[src/hw/rtl/lal_pkg.sv]
package lal_pkg;

  // reading / calibration level width
  localparam int LVL_W = 10;
  // lux constants and their widths
  localparam int LUX_W  = 8;
  localparam int DLUX_W = 7;
  localparam int ILL_W  = 16;
  // interpolation numerator: level difference times lux span
  localparam int NUM_W  = LVL_W + DLUX_W;

  localparam int RING_SIZE_DEF = 8;
  localparam int QUEUE_DEPTH   = 2;

  localparam int CFG_IDX_W = 4;
  localparam logic [CFG_IDX_W-1:0] REG_LEVEL_20  = 4'd0;
  localparam logic [CFG_IDX_W-1:0] REG_LEVEL_50  = 4'd1;
  localparam logic [CFG_IDX_W-1:0] REG_LEVEL_100 = 4'd2;
  localparam logic [CFG_IDX_W-1:0] REG_LEVEL_200 = 4'd3;

  localparam logic [LVL_W-1:0] LEVEL_20_RST  = 10'd100;
  localparam logic [LVL_W-1:0] LEVEL_50_RST  = 10'd300;
  localparam logic [LVL_W-1:0] LEVEL_100_RST = 10'd600;
  localparam logic [LVL_W-1:0] LEVEL_200_RST = 10'd900;

  localparam logic [LUX_W-1:0] LUX_0   = 8'd0;
  localparam logic [LUX_W-1:0] LUX_20  = 8'd20;
  localparam logic [LUX_W-1:0] LUX_50  = 8'd50;
  localparam logic [LUX_W-1:0] LUX_100 = 8'd100;
  localparam logic [LUX_W-1:0] LUX_200 = 8'd200;

  localparam logic [ILL_W-1:0] ILL_MAX = 16'hFFFF;

  typedef struct packed {
    logic [LVL_W-1:0] l20;
    logic [LVL_W-1:0] l50;
    logic [LVL_W-1:0] l100;
    logic [LVL_W-1:0] l200;
  } cfg_levels_t;

endpackage

[src/hw/rtl/lal_front.sv]
module lal_front #(
  parameter int RING_SIZE = lal_pkg::RING_SIZE_DEF
) (
  input  logic                     clk,
  input  logic                     rst_n,
  input  logic                     in_valid,
  output logic                     in_ready,
  input  logic                     in_kind,
  input  logic [lal_pkg::LVL_W-1:0] in_reading,
  output logic                     push_valid,
  input  logic                     push_ready,
  output logic [lal_pkg::LVL_W-1:0] push_avg
);

  localparam int LW       = lal_pkg::LVL_W;
  localparam int RING_LOG = $clog2(RING_SIZE);
  localparam int SLOT_W   = (RING_SIZE > 1) ? RING_LOG : 1;
  localparam int SUM_W    = LW + RING_LOG;
  // exact floor(sum / RING_SIZE) as (sum * M) >> S for every SUM_W-bit sum
  localparam int RECIP_S  = SUM_W + RING_LOG;
  localparam logic [63:0] RECIP_FULL =
    ((64'd1 << RECIP_S) + 64'(RING_SIZE) - 64'd1) / 64'(RING_SIZE);
  localparam int M_W      = SUM_W + 1;
  localparam logic [M_W-1:0] RECIP_M = RECIP_FULL[M_W-1:0];
  localparam int PROD_W   = SUM_W + M_W;

  typedef enum logic [2:0] {
    F_IDLE   = 3'b001,
    F_SAMPLE = 3'b010,
    F_PUSH   = 3'b100
  } front_state_t;

  front_state_t state_r, state_nxt;

  logic [LW-1:0]        ring_mem [RING_SIZE];
  logic [RING_SIZE-1:0] valid_r;
  logic [SLOT_W-1:0]    slot_r, slot_nxt;
  logic [SUM_W-1:0]     sum_r, sum_nxt;
  logic [LW-1:0]        old_rd_r;
  logic                 old_valid_r;
  logic [LW-1:0]        reading_r;
  logic [PROD_W-1:0]    prod_r;
  logic [LW-1:0]        old_val;
  logic                 accept, sample_acc, output_acc;

  assign in_ready   = (state_r == F_IDLE);
  assign accept     = in_valid && in_ready;
  assign sample_acc = accept && !in_kind;
  assign output_acc = accept && in_kind;

  assign push_valid = (state_r == F_PUSH);
  assign push_avg   = prod_r[RECIP_S +: LW];

  // never-written slots read as zero
  assign old_val = old_valid_r ? old_rd_r : '0;

  always_comb begin
    state_nxt = state_r;
    case (state_r)
      F_IDLE: begin
        if (sample_acc) state_nxt = F_SAMPLE;
        else if (output_acc) state_nxt = F_PUSH;
      end
      F_SAMPLE: state_nxt = F_IDLE;
      F_PUSH: begin
        if (push_ready) state_nxt = F_IDLE;
      end
      default: state_nxt = F_IDLE;
    endcase
  end

  always_comb begin
    slot_nxt = slot_r;
    if (sample_acc) begin
      if (slot_r == SLOT_W'(RING_SIZE - 1)) slot_nxt = '0;
      else slot_nxt = slot_r + SLOT_W'(1);
    end
  end

  always_comb begin
    sum_nxt = sum_r;
    if (state_r == F_SAMPLE) sum_nxt = sum_r - SUM_W'(old_val) + SUM_W'(reading_r);
  end

  always_ff @(posedge clk) begin
    if (!rst_n) begin
      state_r <= F_IDLE;
      slot_r  <= '0;
      sum_r   <= '0;
      valid_r <= '0;
    end else begin
      state_r <= state_nxt;
      slot_r  <= slot_nxt;
      sum_r   <= sum_nxt;
      if (sample_acc) valid_r[slot_r] <= 1'b1;
    end
  end

  // ring memory: read-before-write on the slot being replaced
  always_ff @(posedge clk) begin
    if (sample_acc) begin
      ring_mem[slot_r] <= in_reading;
      old_rd_r         <= ring_mem[slot_r];
    end
  end

  always_ff @(posedge clk) begin
    if (sample_acc) begin
      old_valid_r <= valid_r[slot_r];
      reading_r   <= in_reading;
    end
    if (output_acc) prod_r <= PROD_W'(sum_r) * PROD_W'(RECIP_M);
  end

endmodule

[src/hw/rtl/lal_queue.sv]
module lal_queue (
  input  logic                      clk,
  input  logic                      rst_n,
  input  logic                      push_valid,
  output logic                      push_ready,
  input  logic [lal_pkg::LVL_W-1:0] push_data,
  output logic                      pop_valid,
  input  logic                      pop_ready,
  output logic [lal_pkg::LVL_W-1:0] pop_data
);

  localparam int DEPTH = lal_pkg::QUEUE_DEPTH;
  localparam int PTR_W = (DEPTH > 1) ? $clog2(DEPTH) : 1;
  localparam int CNT_W = $clog2(DEPTH + 1);

  logic [lal_pkg::LVL_W-1:0] entry_r [DEPTH];
  logic [PTR_W-1:0] wr_ptr_r, rd_ptr_r;
  logic [CNT_W-1:0] count_r;
  logic             do_push, do_pop;

  assign push_ready = (count_r != CNT_W'(DEPTH));
  assign pop_valid  = (count_r != '0);
  assign pop_data   = entry_r[rd_ptr_r];
  assign do_push    = push_valid && push_ready;
  assign do_pop     = pop_valid && pop_ready;

  function automatic logic [PTR_W-1:0] ptr_inc(input logic [PTR_W-1:0] p);
    if (p == PTR_W'(DEPTH - 1)) return '0;
    return p + PTR_W'(1);
  endfunction

  always_ff @(posedge clk) begin
    if (!rst_n) begin
      wr_ptr_r <= '0;
      rd_ptr_r <= '0;
      count_r  <= '0;
    end else begin
      if (do_push) wr_ptr_r <= ptr_inc(wr_ptr_r);
      if (do_pop) rd_ptr_r <= ptr_inc(rd_ptr_r);
      if (do_push && !do_pop) count_r <= count_r + CNT_W'(1);
      else if (do_pop && !do_push) count_r <= count_r - CNT_W'(1);
    end
  end

  always_ff @(posedge clk) begin
    if (do_push) entry_r[wr_ptr_r] <= push_data;
  end

endmodule

[src/hw/rtl/lal_back.sv]
module lal_back (
  input  logic                      clk,
  input  logic                      rst_n,
  input  lal_pkg::cfg_levels_t      levels,
  input  logic                      pop_valid,
  output logic                      pop_ready,
  input  logic [lal_pkg::LVL_W-1:0] pop_avg,
  output logic                      out_valid,
  input  logic                      out_ready,
  output logic [lal_pkg::ILL_W-1:0] out_illum
);

  localparam int LW    = lal_pkg::LVL_W;
  localparam int UW    = lal_pkg::LUX_W;
  localparam int DW    = lal_pkg::DLUX_W;
  localparam int NW    = lal_pkg::NUM_W;
  localparam int IW    = lal_pkg::ILL_W;
  localparam int CNT_W = $clog2(NW + 1);

  typedef enum logic [3:0] {
    B_IDLE  = 4'b0001,
    B_SETUP = 4'b0010,
    B_DIV   = 4'b0100,
    B_FIN   = 4'b1000
  } back_state_t;

  back_state_t state_r, state_nxt;

  logic [LW-1:0]    avg_r;
  logic [NW-1:0]    dq_r;       // dividend in, quotient out
  logic [LW-1:0]    rem_r;
  logic [LW-1:0]    den_r;
  logic [CNT_W-1:0] cnt_r;
  logic             neg_r, zero_r;
  logic [UW-1:0]    lo_lux_r, hi_lux_r;
  logic             out_valid_r;
  logic [IW-1:0]    out_illum_r;

  // segment selection
  logic [LW-1:0] lo_lvl, hi_lvl;
  logic [UW-1:0] lo_lux, hi_lux;
  logic [LW-1:0] diff;
  logic [LW:0]   seg_w;
  logic [DW-1:0] dlux;
  logic [NW-1:0] num;

  always_comb begin
    if (avg_r <= levels.l20) begin
      lo_lvl = '0;          hi_lvl = levels.l20;
      lo_lux = lal_pkg::LUX_0;   hi_lux = lal_pkg::LUX_20;
    end else if (avg_r <= levels.l50) begin
      lo_lvl = levels.l20;  hi_lvl = levels.l50;
      lo_lux = lal_pkg::LUX_20;  hi_lux = lal_pkg::LUX_50;
    end else if (avg_r <= levels.l100) begin
      lo_lvl = levels.l50;  hi_lvl = levels.l100;
      lo_lux = lal_pkg::LUX_50;  hi_lux = lal_pkg::LUX_100;
    end else begin
      lo_lvl = levels.l100; hi_lvl = levels.l200;
      lo_lux = lal_pkg::LUX_100; hi_lux = lal_pkg::LUX_200;
    end
    // avg is never below the segment's low level, so diff is non-negative
    diff  = avg_r - lo_lvl;
    seg_w = {1'b0, hi_lvl} - {1'b0, lo_lvl};
    dlux  = DW'(hi_lux - lo_lux);
    num   = NW'(diff) * NW'(dlux);
  end

  // restoring divider step
  logic [LW:0]   trial;
  logic          ge;
  logic [LW-1:0] rem_step;

  always_comb begin
    trial    = {rem_r, dq_r[NW-1]};
    ge       = (trial >= {1'b0, den_r});
    rem_step = ge ? LW'(trial - {1'b0, den_r}) : trial[LW-1:0];
  end

  // final: sign, offset, clamp
  logic [NW:0]   pos_sum;
  logic [IW-1:0] result;

  always_comb begin
    pos_sum = {1'b0, dq_r} + (NW + 1)'(lo_lux_r);
    if (zero_r) begin
      result = IW'(hi_lux_r);
    end else if (neg_r) begin
      if (dq_r > NW'(lo_lux_r)) result = '0;
      else result = IW'(lo_lux_r) - dq_r[IW-1:0];
    end else begin
      if (pos_sum > (NW + 1)'(lal_pkg::ILL_MAX)) result = lal_pkg::ILL_MAX;
      else result = pos_sum[IW-1:0];
    end
  end

  logic out_load;
  assign out_load  = (state_r == B_FIN) && (!out_valid_r || out_ready);
  assign pop_ready = (state_r == B_IDLE);
  assign out_valid = out_valid_r;
  assign out_illum = out_illum_r;

  always_comb begin
    state_nxt = state_r;
    case (state_r)
      B_IDLE: begin
        if (pop_valid) state_nxt = B_SETUP;
      end
      B_SETUP: state_nxt = (seg_w == '0) ? B_FIN : B_DIV;
      B_DIV: begin
        if (cnt_r == CNT_W'(1)) state_nxt = B_FIN;
      end
      B_FIN: begin
        if (out_load) state_nxt = B_IDLE;
      end
      default: state_nxt = B_IDLE;
    endcase
  end

  always_ff @(posedge clk) begin
    if (!rst_n) begin
      state_r     <= B_IDLE;
      out_valid_r <= 1'b0;
    end else begin
      state_r <= state_nxt;
      if (out_load) out_valid_r <= 1'b1;
      else if (out_ready) out_valid_r <= 1'b0;
    end
  end

  always_ff @(posedge clk) begin
    case (state_r)
      B_IDLE: begin
        if (pop_valid) avg_r <= pop_avg;
      end
      B_SETUP: begin
        dq_r     <= num;
        rem_r    <= '0;
        neg_r    <= seg_w[LW];
        zero_r   <= (seg_w == '0);
        den_r    <= seg_w[LW] ? LW'(-seg_w) : seg_w[LW-1:0];
        lo_lux_r <= lo_lux;
        hi_lux_r <= hi_lux;
        cnt_r    <= CNT_W'(NW);
      end
      B_DIV: begin
        dq_r  <= {dq_r[NW-2:0], ge};
        rem_r <= rem_step;
        cnt_r <= cnt_r - CNT_W'(1);
      end
      default: ;
    endcase
    if (out_load) out_illum_r <= result;
  end

endmodule

[src/hw/rtl/light_average_to_lux_unit.sv]
// Light-sensor averaging and lux calibration.
// in_*  : stream of items. in_tuser = kind (0 store sample, 1 emit lux),
//         in_tdata[9:0] = converter reading (used for samples only).
// out_* : one transfer per kind-1 item, out_tdata = illuminance in lux.
// cfg_* : register writes (index, 10-bit level), always ready; write only
//         while no item is in flight.
// A sample passes the front end as a ring read, then a sum update.
// For a lux item the front end forms the average with one multiply by a
// reciprocal of the ring size; the back end then takes it through queue
// pop, setup, 17 steps of the bit-serial divider by the segment width,
// and a final offset/clamp (a zero-width segment skips the divider).
// The back end converts one average at a time and pops the next only
// after the last result has entered the output register; samples can be
// taken while it runs, since a two-entry queue sits between front and back.
// Reset clears the ring (valid bits), running sum, write slot, queue and
// output; levels go to 100/300/600/900. A stalled receiver holds the
// result in the output register; the back end then waits, the queue
// fills, and the front end stops taking any item while a lux item waits
// for room in the queue.
module light_average_to_lux_unit #(
  parameter int RING_SIZE = lal_pkg::RING_SIZE_DEF
) (
  input  logic                          clk,
  input  logic                          rst_n,
  // input channel
  input  logic                          in_tvalid,
  output logic                          in_tready,
  input  logic [15:0]                   in_tdata,   // [9:0] reading, [15:10] zero
  input  logic                          in_tuser,   // [0] kind
  // result channel
  output logic                          out_tvalid,
  input  logic                          out_tready,
  output logic [15:0]                   out_tdata,  // [15:0] illuminance
  // configuration write channel
  input  logic                          cfg_valid,
  output logic                          cfg_ready,
  input  logic [lal_pkg::CFG_IDX_W-1:0] cfg_index,
  input  logic [lal_pkg::LVL_W-1:0]     cfg_data
);

  localparam int LW = lal_pkg::LVL_W;

  lal_pkg::cfg_levels_t levels_r;

  // calibration levels; writes to unknown indexes are dropped
  assign cfg_ready = 1'b1;

  always_ff @(posedge clk) begin
    if (!rst_n) begin
      levels_r.l20  <= lal_pkg::LEVEL_20_RST;
      levels_r.l50  <= lal_pkg::LEVEL_50_RST;
      levels_r.l100 <= lal_pkg::LEVEL_100_RST;
      levels_r.l200 <= lal_pkg::LEVEL_200_RST;
    end else if (cfg_valid && cfg_ready) begin
      case (cfg_index)
        lal_pkg::REG_LEVEL_20:  levels_r.l20  <= cfg_data;
        lal_pkg::REG_LEVEL_50:  levels_r.l50  <= cfg_data;
        lal_pkg::REG_LEVEL_100: levels_r.l100 <= cfg_data;
        lal_pkg::REG_LEVEL_200: levels_r.l200 <= cfg_data;
        default: ;
      endcase
    end
  end

  logic          push_valid, push_ready;
  logic [LW-1:0] push_avg;
  logic          pop_valid, pop_ready;
  logic [LW-1:0] pop_avg;

  // front: ring, running sum, average
  lal_front #(
    .RING_SIZE (RING_SIZE)
  ) u_front (
    .clk        (clk),
    .rst_n      (rst_n),
    .in_valid   (in_tvalid),
    .in_ready   (in_tready),
    .in_kind    (in_tuser),
    .in_reading (in_tdata[LW-1:0]),
    .push_valid (push_valid),
    .push_ready (push_ready),
    .push_avg   (push_avg)
  );

  // averages waiting for conversion
  lal_queue u_queue (
    .clk        (clk),
    .rst_n      (rst_n),
    .push_valid (push_valid),
    .push_ready (push_ready),
    .push_data  (push_avg),
    .pop_valid  (pop_valid),
    .pop_ready  (pop_ready),
    .pop_data   (pop_avg)
  );

  // back: segment pick, serial divide, clamp, output register
  lal_back u_back (
    .clk       (clk),
    .rst_n     (rst_n),
    .levels    (levels_r),
    .pop_valid (pop_valid),
    .pop_ready (pop_ready),
    .pop_avg   (pop_avg),
    .out_valid (out_tvalid),
    .out_ready (out_tready),
    .out_illum (out_tdata)
  );

endmodule

[config.mk]
export PLATFORM = sky130hd
export DESIGN_NAME = light_average_to_lux_unit
export DESIGN_NICKNAME = d
export VERILOG_FILES = /design/src/hw/rtl/lal_pkg.sv /design/src/hw/rtl/lal_front.sv /design/src/hw/rtl/lal_queue.sv /design/src/hw/rtl/lal_back.sv /design/src/hw/rtl/light_average_to_lux_unit.sv
export SDC_FILE = /design/constraint.sdc
export NUM_CORES = 1
export LEC_CHECK = 0
export BUFFER_PORTS_ARGS = -buffer_cell sky130_fd_sc_hd__buf_2
export CORE_ASPECT_RATIO = 1.1
export CORE_MARGIN = 4
export CORE_UTILIZATION = 43
export CTS_CLUSTER_SIZE = 24
export DETAILED_ROUTE_END_ITERATION = 12
export GPL_TIMING_DRIVEN = 1
export HOLD_SLACK_MARGIN = 0.06
export PLACE_DENSITY_LB_ADDON = 0.08
export SLEW_MARGIN = 0
export SYNTH_ARGS = -nofsm -noshare
export SYNTH_HDL_FRONTEND = slang
export SYNTH_SLANG_ARGS = --single-unit
[constraint.sdc]
create_clock -name clk -period 15.9 [get_ports clk]
set_input_delay 0.795 -clock clk [delete_from_list [all_inputs] [get_ports clk]]
set_output_delay 0.795 -clock clk [all_outputs]
set_load 0.005 [all_outputs]
==> results of run 1 <==
layout make-up:
type                            count  area (µm²)  area share, %
Tap cell                          507         634           3.32
Timing Repair Buffer               71         415           2.17
Sequential cell                   286        7830           41.0
Multi-Input combinational cell   1091        8560           44.8
Clock inverter                     22         233           1.22
Inverter                          150         563           2.95
Clock buffer                       39         880           4.60
worst paths after layout:
| check | from | to | slack, ns | cells after the start |
|---|---|---|---|---|
| min | u_front.sum_r[4] | u_front.prod_r[17] | 0.44 | 0 |
| max reg2reg | u_back.avg_r[8] | u_back.dq_r[15] | 7.36 | 27 |
| min reg2reg | u_front.sum_r[4] | u_front.prod_r[17] | 0.44 | 0 |
| max | u_back.avg_r[8] | u_back.dq_r[15] | 7.36 | 27 |
registers in the layout, summed over array words and instances, names as in the netlist, 2 cells and up:
| name | flops |
|---|---|
| u_back.hi_lux_r | 6 |
| u_back.rem_r | 10 |
| u_back.state_r | 4 |
| u_front.sum_r | 13 |
| u_queue.count_r | 2 |
| u_front.prod_r | 10 |
| u_back.cnt_r | 5 |
| u_queue.entry_r | 20 |
| u_front.valid_r | 8 |
| u_back.dq_r | 17 |
| u_back.avg_r | 10 |
| u_front.slot_r | 3 |
| u_back.lo_lux_r | 3 |
| u_back.out_illum | 16 |
| u_back.den_r | 10 |
| u_front.state_r | 3 |
| u_front.old_rd_r | 10 |
| levels_r | 40 |
| u_front.reading_r | 10 |
| u_front.ring_mem | 80 |
metrics by stage:
stage                     util, %  setup WS, ns  hold WS, ns  cells  area (µm²)
after floorplan                 -          8.37        0.408   1585       17100
after global placement       45.8          7.43        0.415   2105       18000
after detailed placement     45.8          7.38        0.420   2105       18000
after CTS                    48.7          7.37        0.434   2166       19100
after global routing         48.7          6.85        0.436   2166       19100
final                        48.7          7.36        0.435   2166       19100
routing by layer:
layer	global-route usage (%)	share of wire, %	up-vias
met4	6.02	3.1	2
met1	23.4	45	5588
met5	0	0.031	-
met3	3.37	3.2	68
li1	-	-	5768
met2	31.7	48	140
logic make-up (layout without fill, tap and decap cells):
logic type / Yosys count / count (layout) / share of synthesized area, %
AND/OR/NAND/NOR: 443 / 443 / 12.9
AO/OA/AOI/OAI: 323 / 323 / 12.6
flip-flops: 286 / 286 / 45.6
buffers and inverters: 208 / 282 / 4.62
adder cells (fa/ha/maj): 181 / 181 / 15.4
multiplexers: 77 / 77 / 5.55
XOR/XNOR: 66 / 66 / 3.37
other: 1 / 1 / 0.0219
cells in the final DEF, fill, tap and decap left out, drive strengths merged, types with 18 or more instances in the layout:
cell,instances
o21ai,65
clkbuf,39
xor2,30
nand3,28
nand2,96
o21a,20
clkinv,19
ha,132
nor3,25
and2,26
mux2i,41
fa,49
mux2,24
a21oi,70
buf,71
xnor2,36
dfxtp,76
a211oi,18
nor2,133
edfxtp,210
a21o,28
nor2b,43
o211ai,25
inv,149
critical path, stage by stage, from the launching register on:
cell and delay [ns]:
edfxtp_1 0.51, ha_1 0.36, and3_1 0.23, o21ai_0 0.10
o22ai_1 0.20, o21a_1 0.58, nand2_1 0.34, nor2_1 0.34
ha_1 0.21, inv_1 0.06, fa_1 0.39, nand3b_1 0.17
mux2i_1 0.70, or2_2 0.25, fa_1 0.45, fa_1 0.55
inv_1 0.05, fa_1 0.48, ha_1 0.35, fa_1 0.46
a21o_1 0.17, a21oi_1 0.22, o21bai_1 0.09, a21oi_1 0.33
o21ai_0 0.14, a31oi_1 0.21, xor2_1 0.25, o21ai_0 0.10
==> results.py, run 1 <==
metrics = {
    "sta": {
        "tightestPinTransition_ns": 1.14,
        "fmax_ghz": 0.117,
        "fin_worst_skew_ns": 0.0207,
        "hold_violations": 0,
        "slew_violations": 0,
        "fin_crit_ns": 8.54,
        "tns_ns": 0,
        "rsz0062_at_grt": "false",
        "maxSlewHeadroom_pct": 23.5,
        "finalCritPeriodShare_pct": 53.7,
        "setup_violations": 0,
    },
    "grt": {
        "grt_pass1_wl_um": 63400,
        "grt_pass1_vias": 12000,
        "grt_max_degree": 80,
        "antenna_found_initial": 1,
        "grt_overflow_total": 0,
        "grt_use_total_pct": 18.4,
    },
    "critical_path": {
        "crit_path_start_kind": "flop",
        "timing_worst_setup_path_type": "reg2reg",
        "critPathArrivalTime_ns": 8.83,
        "worstPathRequired_ns": 16.18,
        "critPathMaxFanout": 18,
        "end_kind": "flop",
    },
    "place": {
        "place.gp.congestion": 0.893,
        "io_buffers": 47,
        "hpwlAfterDp_um": 28800,
    },
    "clock_tree": {
        "htreeDepth": 2,
        "cts.clk_slew.worst_paths_ns": 0.06,
        "post-cts-setup-buffer-count": 0,
        "cts.sinks": 286,
        "max-clock-path-buffers": 3,
        "cts_tree": "built",
        "clock_latency_ns": 0.55,
        "clockRootBuffer": "clkbuf_16",
        "hold_buffers": 0,
        "cts_buffers": 34,
        "ctsResizeCount": 0,
    },
    "cells_and_area": {
        "fill_cells": 3678,
        "syn_to_final_growth_pct": 11.4,
        "antenna_cells": 0,
        "nets": 1851,
        "drive_above_1_share_pct": 11.6,
    },
    "worst_hold_path": {
        "hold_path.class": "reg2reg",
    },
    "floorplan": {
        "fp-row-count": 76,
        "start_util_pct": 43.7,
        "dieArea_um2": 43100,
        "core_area_um2": 39300,
        "die-width_um": 198,
        "fp.dieH_um": 217,
        "ioPinCount": 55,
    },
    "logic_synthesis": {
        "synth.most_common_cell": "edfxtp_1",
        "ys_seq_area_share_pct": 45.6,
        "synth.avg_cell_area_um2": 10.8,
        "synth_ff_type": "edfxtp_1",
        "synth_edf_count": 210,
        "synthesis.nets": 1802,
        "synth_area_leaders": "edfxtp_1 37%, ha_1 9.6%, dfxtp_1 8.9%",
        "ys_types": 84,
        "ys_ff_latch": 286,
        "synth_common_cells": "210 x edfxtp_1, 147 x inv_1, 132 x ha_1, 131 x nor2_1, 96 x nand2_1",
        "syn_inst": 1585,
        "synth_area_um2": 17100,
        "async_reset_ff_share_pct": 0,
        "synth_top_cell_by_area": "edfxtp_1",
        "netlist.area_leader.share_pct": 36.8,
        "yosys_warnings": 0,
    },
    "status": {
        "outcome": "completed",
    },
    "routing": {
        "drc": 0,
        "wl_um": 39100,
        "drt_iter0_drc": 573,
        "vias": 11600,
        "antenna_left": 0,
        "drtPass1Iterations": 5,
        "vias_per_cell": 5.34,
        "wl_per_cell_um": 18.0,
    },
    "job": {
        "maxCapViolCount": 0,
    },
}
Power of run 1 is left out: the tool's default activity adds up to more than one toggle a clock period on the data nets, which glitch-free logic cannot reach.
==> inputs of run 2 (changes only) <==
==> constraint.sdc (replaced) <==
create_clock -name clk -period 7.5 [get_ports clk]
set_input_delay 0.375 -clock clk [delete_from_list [all_inputs] [get_ports clk]]
set_output_delay 0.375 -clock clk [all_outputs]
set_load 0.005 [all_outputs]
==> results.py, run 2 (same netlist as run 1, synthesis figures left out) <==
metrics = {
    "status": {
        "outcome": "completed",
    },
    "clock_tree": {
        "cts_buffers": 34,
        "cts.sinks": 286,
        "cts.clk_slew.worst_paths_ns": 0.06,
        "max-clock-path-buffers": 3,
        "cts_tree": "built",
        "clock_latency_ns": 0.55,
        "htreeDepth": 2,
        "clockRootBuffer": "clkbuf_16",
    },
    "sta": {
        "setup_violations": 0,
        "setup_slack_ns": 0.335,
        "maxSlewHeadroom_pct": 22.3,
        "fin_worst_skew_ns": 0.0137,
        "fin_crit_ns": 7.16,
        "finalCritPeriodShare_pct": 95.5,
        "fmax_ghz": 0.140,
        "slew_violations": 0,
        "tightestPinTransition_ns": 1.16,
        "hold_violations": 0,
    },
    "critical_path": {
        "path_common_cell": "fa_1",
        "critPathArrivalTime_ns": 7.45,
        "timing_worst_setup_path_type": "reg2reg",
        "end_kind": "flop",
        "r2r-start": "u_back.avg_r[8]",
        "crit_path_start_kind": "flop",
        "slowest_delay_ns": 0.50,
        "worstPathRequired_ns": 7.78,
        "critPathMaxFanout": 6,
        "slowest_stage": "fa_1",
        "cp-startpoint": "u_back.avg_r[8]",
        "cp_top_family": "adder cells",
        "critPathBufInv": 2,
    },
    "cells_and_area": {
        "multi_input_area_um2": 8760,
        "final_cell_mix": "210 x edfxtp_1, 147 x inv_1, 129 x nor2_1",
        "drive_above_1_share_pct": 16.7,
        "fill_cells": 3560,
        "final_common_cell": "edfxtp_1",
        "syn_to_final_growth_pct": 15.5,
        "seq_area_um2": 7830,
        "regMostFlops": "u_front.ring_mem",
        "nets": 1911,
        "largest_reg_flops": 80,
        "top_regs": "u_front.ring_mem x80, levels_r x40, u_queue.entry_r x20",
        "antenna_cells": 0,
    },
    "place": {
        "place.gp.congestion": 0.864,
        "hpwlAfterDp_um": 29500,
        "io_buffers": 47,
        "dp_slack_ns": 0.0788,
    },
    "floorplan": {
        "ioPinCount": 55,
        "core_area_um2": 39300,
        "dieArea_um2": 43100,
        "fp-row-count": 76,
        "die-width_um": 198,
        "fp.dieH_um": 217,
        "start_util_pct": 43.7,
    },
    "grt": {
        "grt_overflow_total": 0,
        "grt_pass1_wl_um": 64700,
        "grt_use_total_pct": 18.9,
        "grt_max_degree": 80,
        "antenna_found_initial": 0,
        "grt_pass1_vias": 12000,
    },
    "routing": {
        "wl_per_cell_um": 18.1,
        "vias_per_cell": 5.37,
        "vias": 12000,
        "drtPass1Iterations": 5,
        "wl_um": 40300,
        "drt_iter0_drc": 612,
        "antenna_left": 0,
        "drc": 0,
    },
    "job": {
        "maxCapViolCount": 0,
    },
    "worst_hold_path": {
        "hold_path.class": "in2reg",
        "hp-start": "in_tdata[7]",
    },
}
[run 2: cell type report]
cell class	count	area share, %
clock buffer	45	4.71
clock inverter	14	0.986
inverter	150	2.84
multi-input combinational	1091	44.2
sequential	286	39.5
tap	507	3.20
timing repair buffer	131	4.50
[run 2: path summary, 6_finish.rpt]
| check | end | slack (ns) | depth (start not counted) |
|---|---|---|---|
| setup / recovery | u_back.dq_r[16] | 0.34 | 30 |
| hold / removal | u_front.ring_mem[0][7] | 0.11 | 1 |
| setup reg to reg | u_back.dq_r[16] | 0.34 | 30 |
| hold reg to reg | u_front.prod_r[17] | 0.44 | 0 |
[run 2: worst register-to-register path: cells and delay by family (launching register included)]
family / cells / cell delay (ns)
buffers and inverters: 2 / 0.33
adders and majority gates: 7 / 2.66
DFF: 1 / 0.46
and+or+nand+nor: 7 / 1.11
xor gates and xnor gates: 2 / 0.41
AOI/OAI and AO/OA: 12 / 1.94
[run 2: what timing repair did]
| item | 4_1_cts | 5_1_grt |
|---|---|---|
| setup buffers | 0 | 15 |
| gates resized for setup | 0 | 42 |
| endpoints found under the hold margin | 1 | 0 |
| hold buffers | 1 | 0 |
| endpoints found under the setup margin | 0 | 7 |
[run 2: layer usage]
layer / GRT usage (%) / up-vias / wire length [µm]
li1: - / 5904 / -
met1: 24.9 / 5813 / 17900
met2: 32.5 / 184 / 20100
met3: 2.69 / 50 / 1380
met4: 5.47 / 0 / 888
met5: 0 / - / 0
[run 2: through the flow]
step	TNS, ns	std cells	cell area (µm²)	hold WS, ns	utilization [%]
detailed placement	0	2149	18400	0.424	46.7
finish	0	2224	19800	0.113	50.4
floorplan	0	1585	17200	0.408	-
global placement	0	2149	18400	0.417	46.7
global route	-0.352	2224	19800	0.104	50.4
CTS	0	2209	19500	0.0775	49.6
Power of run 2 is left out for the same reason.
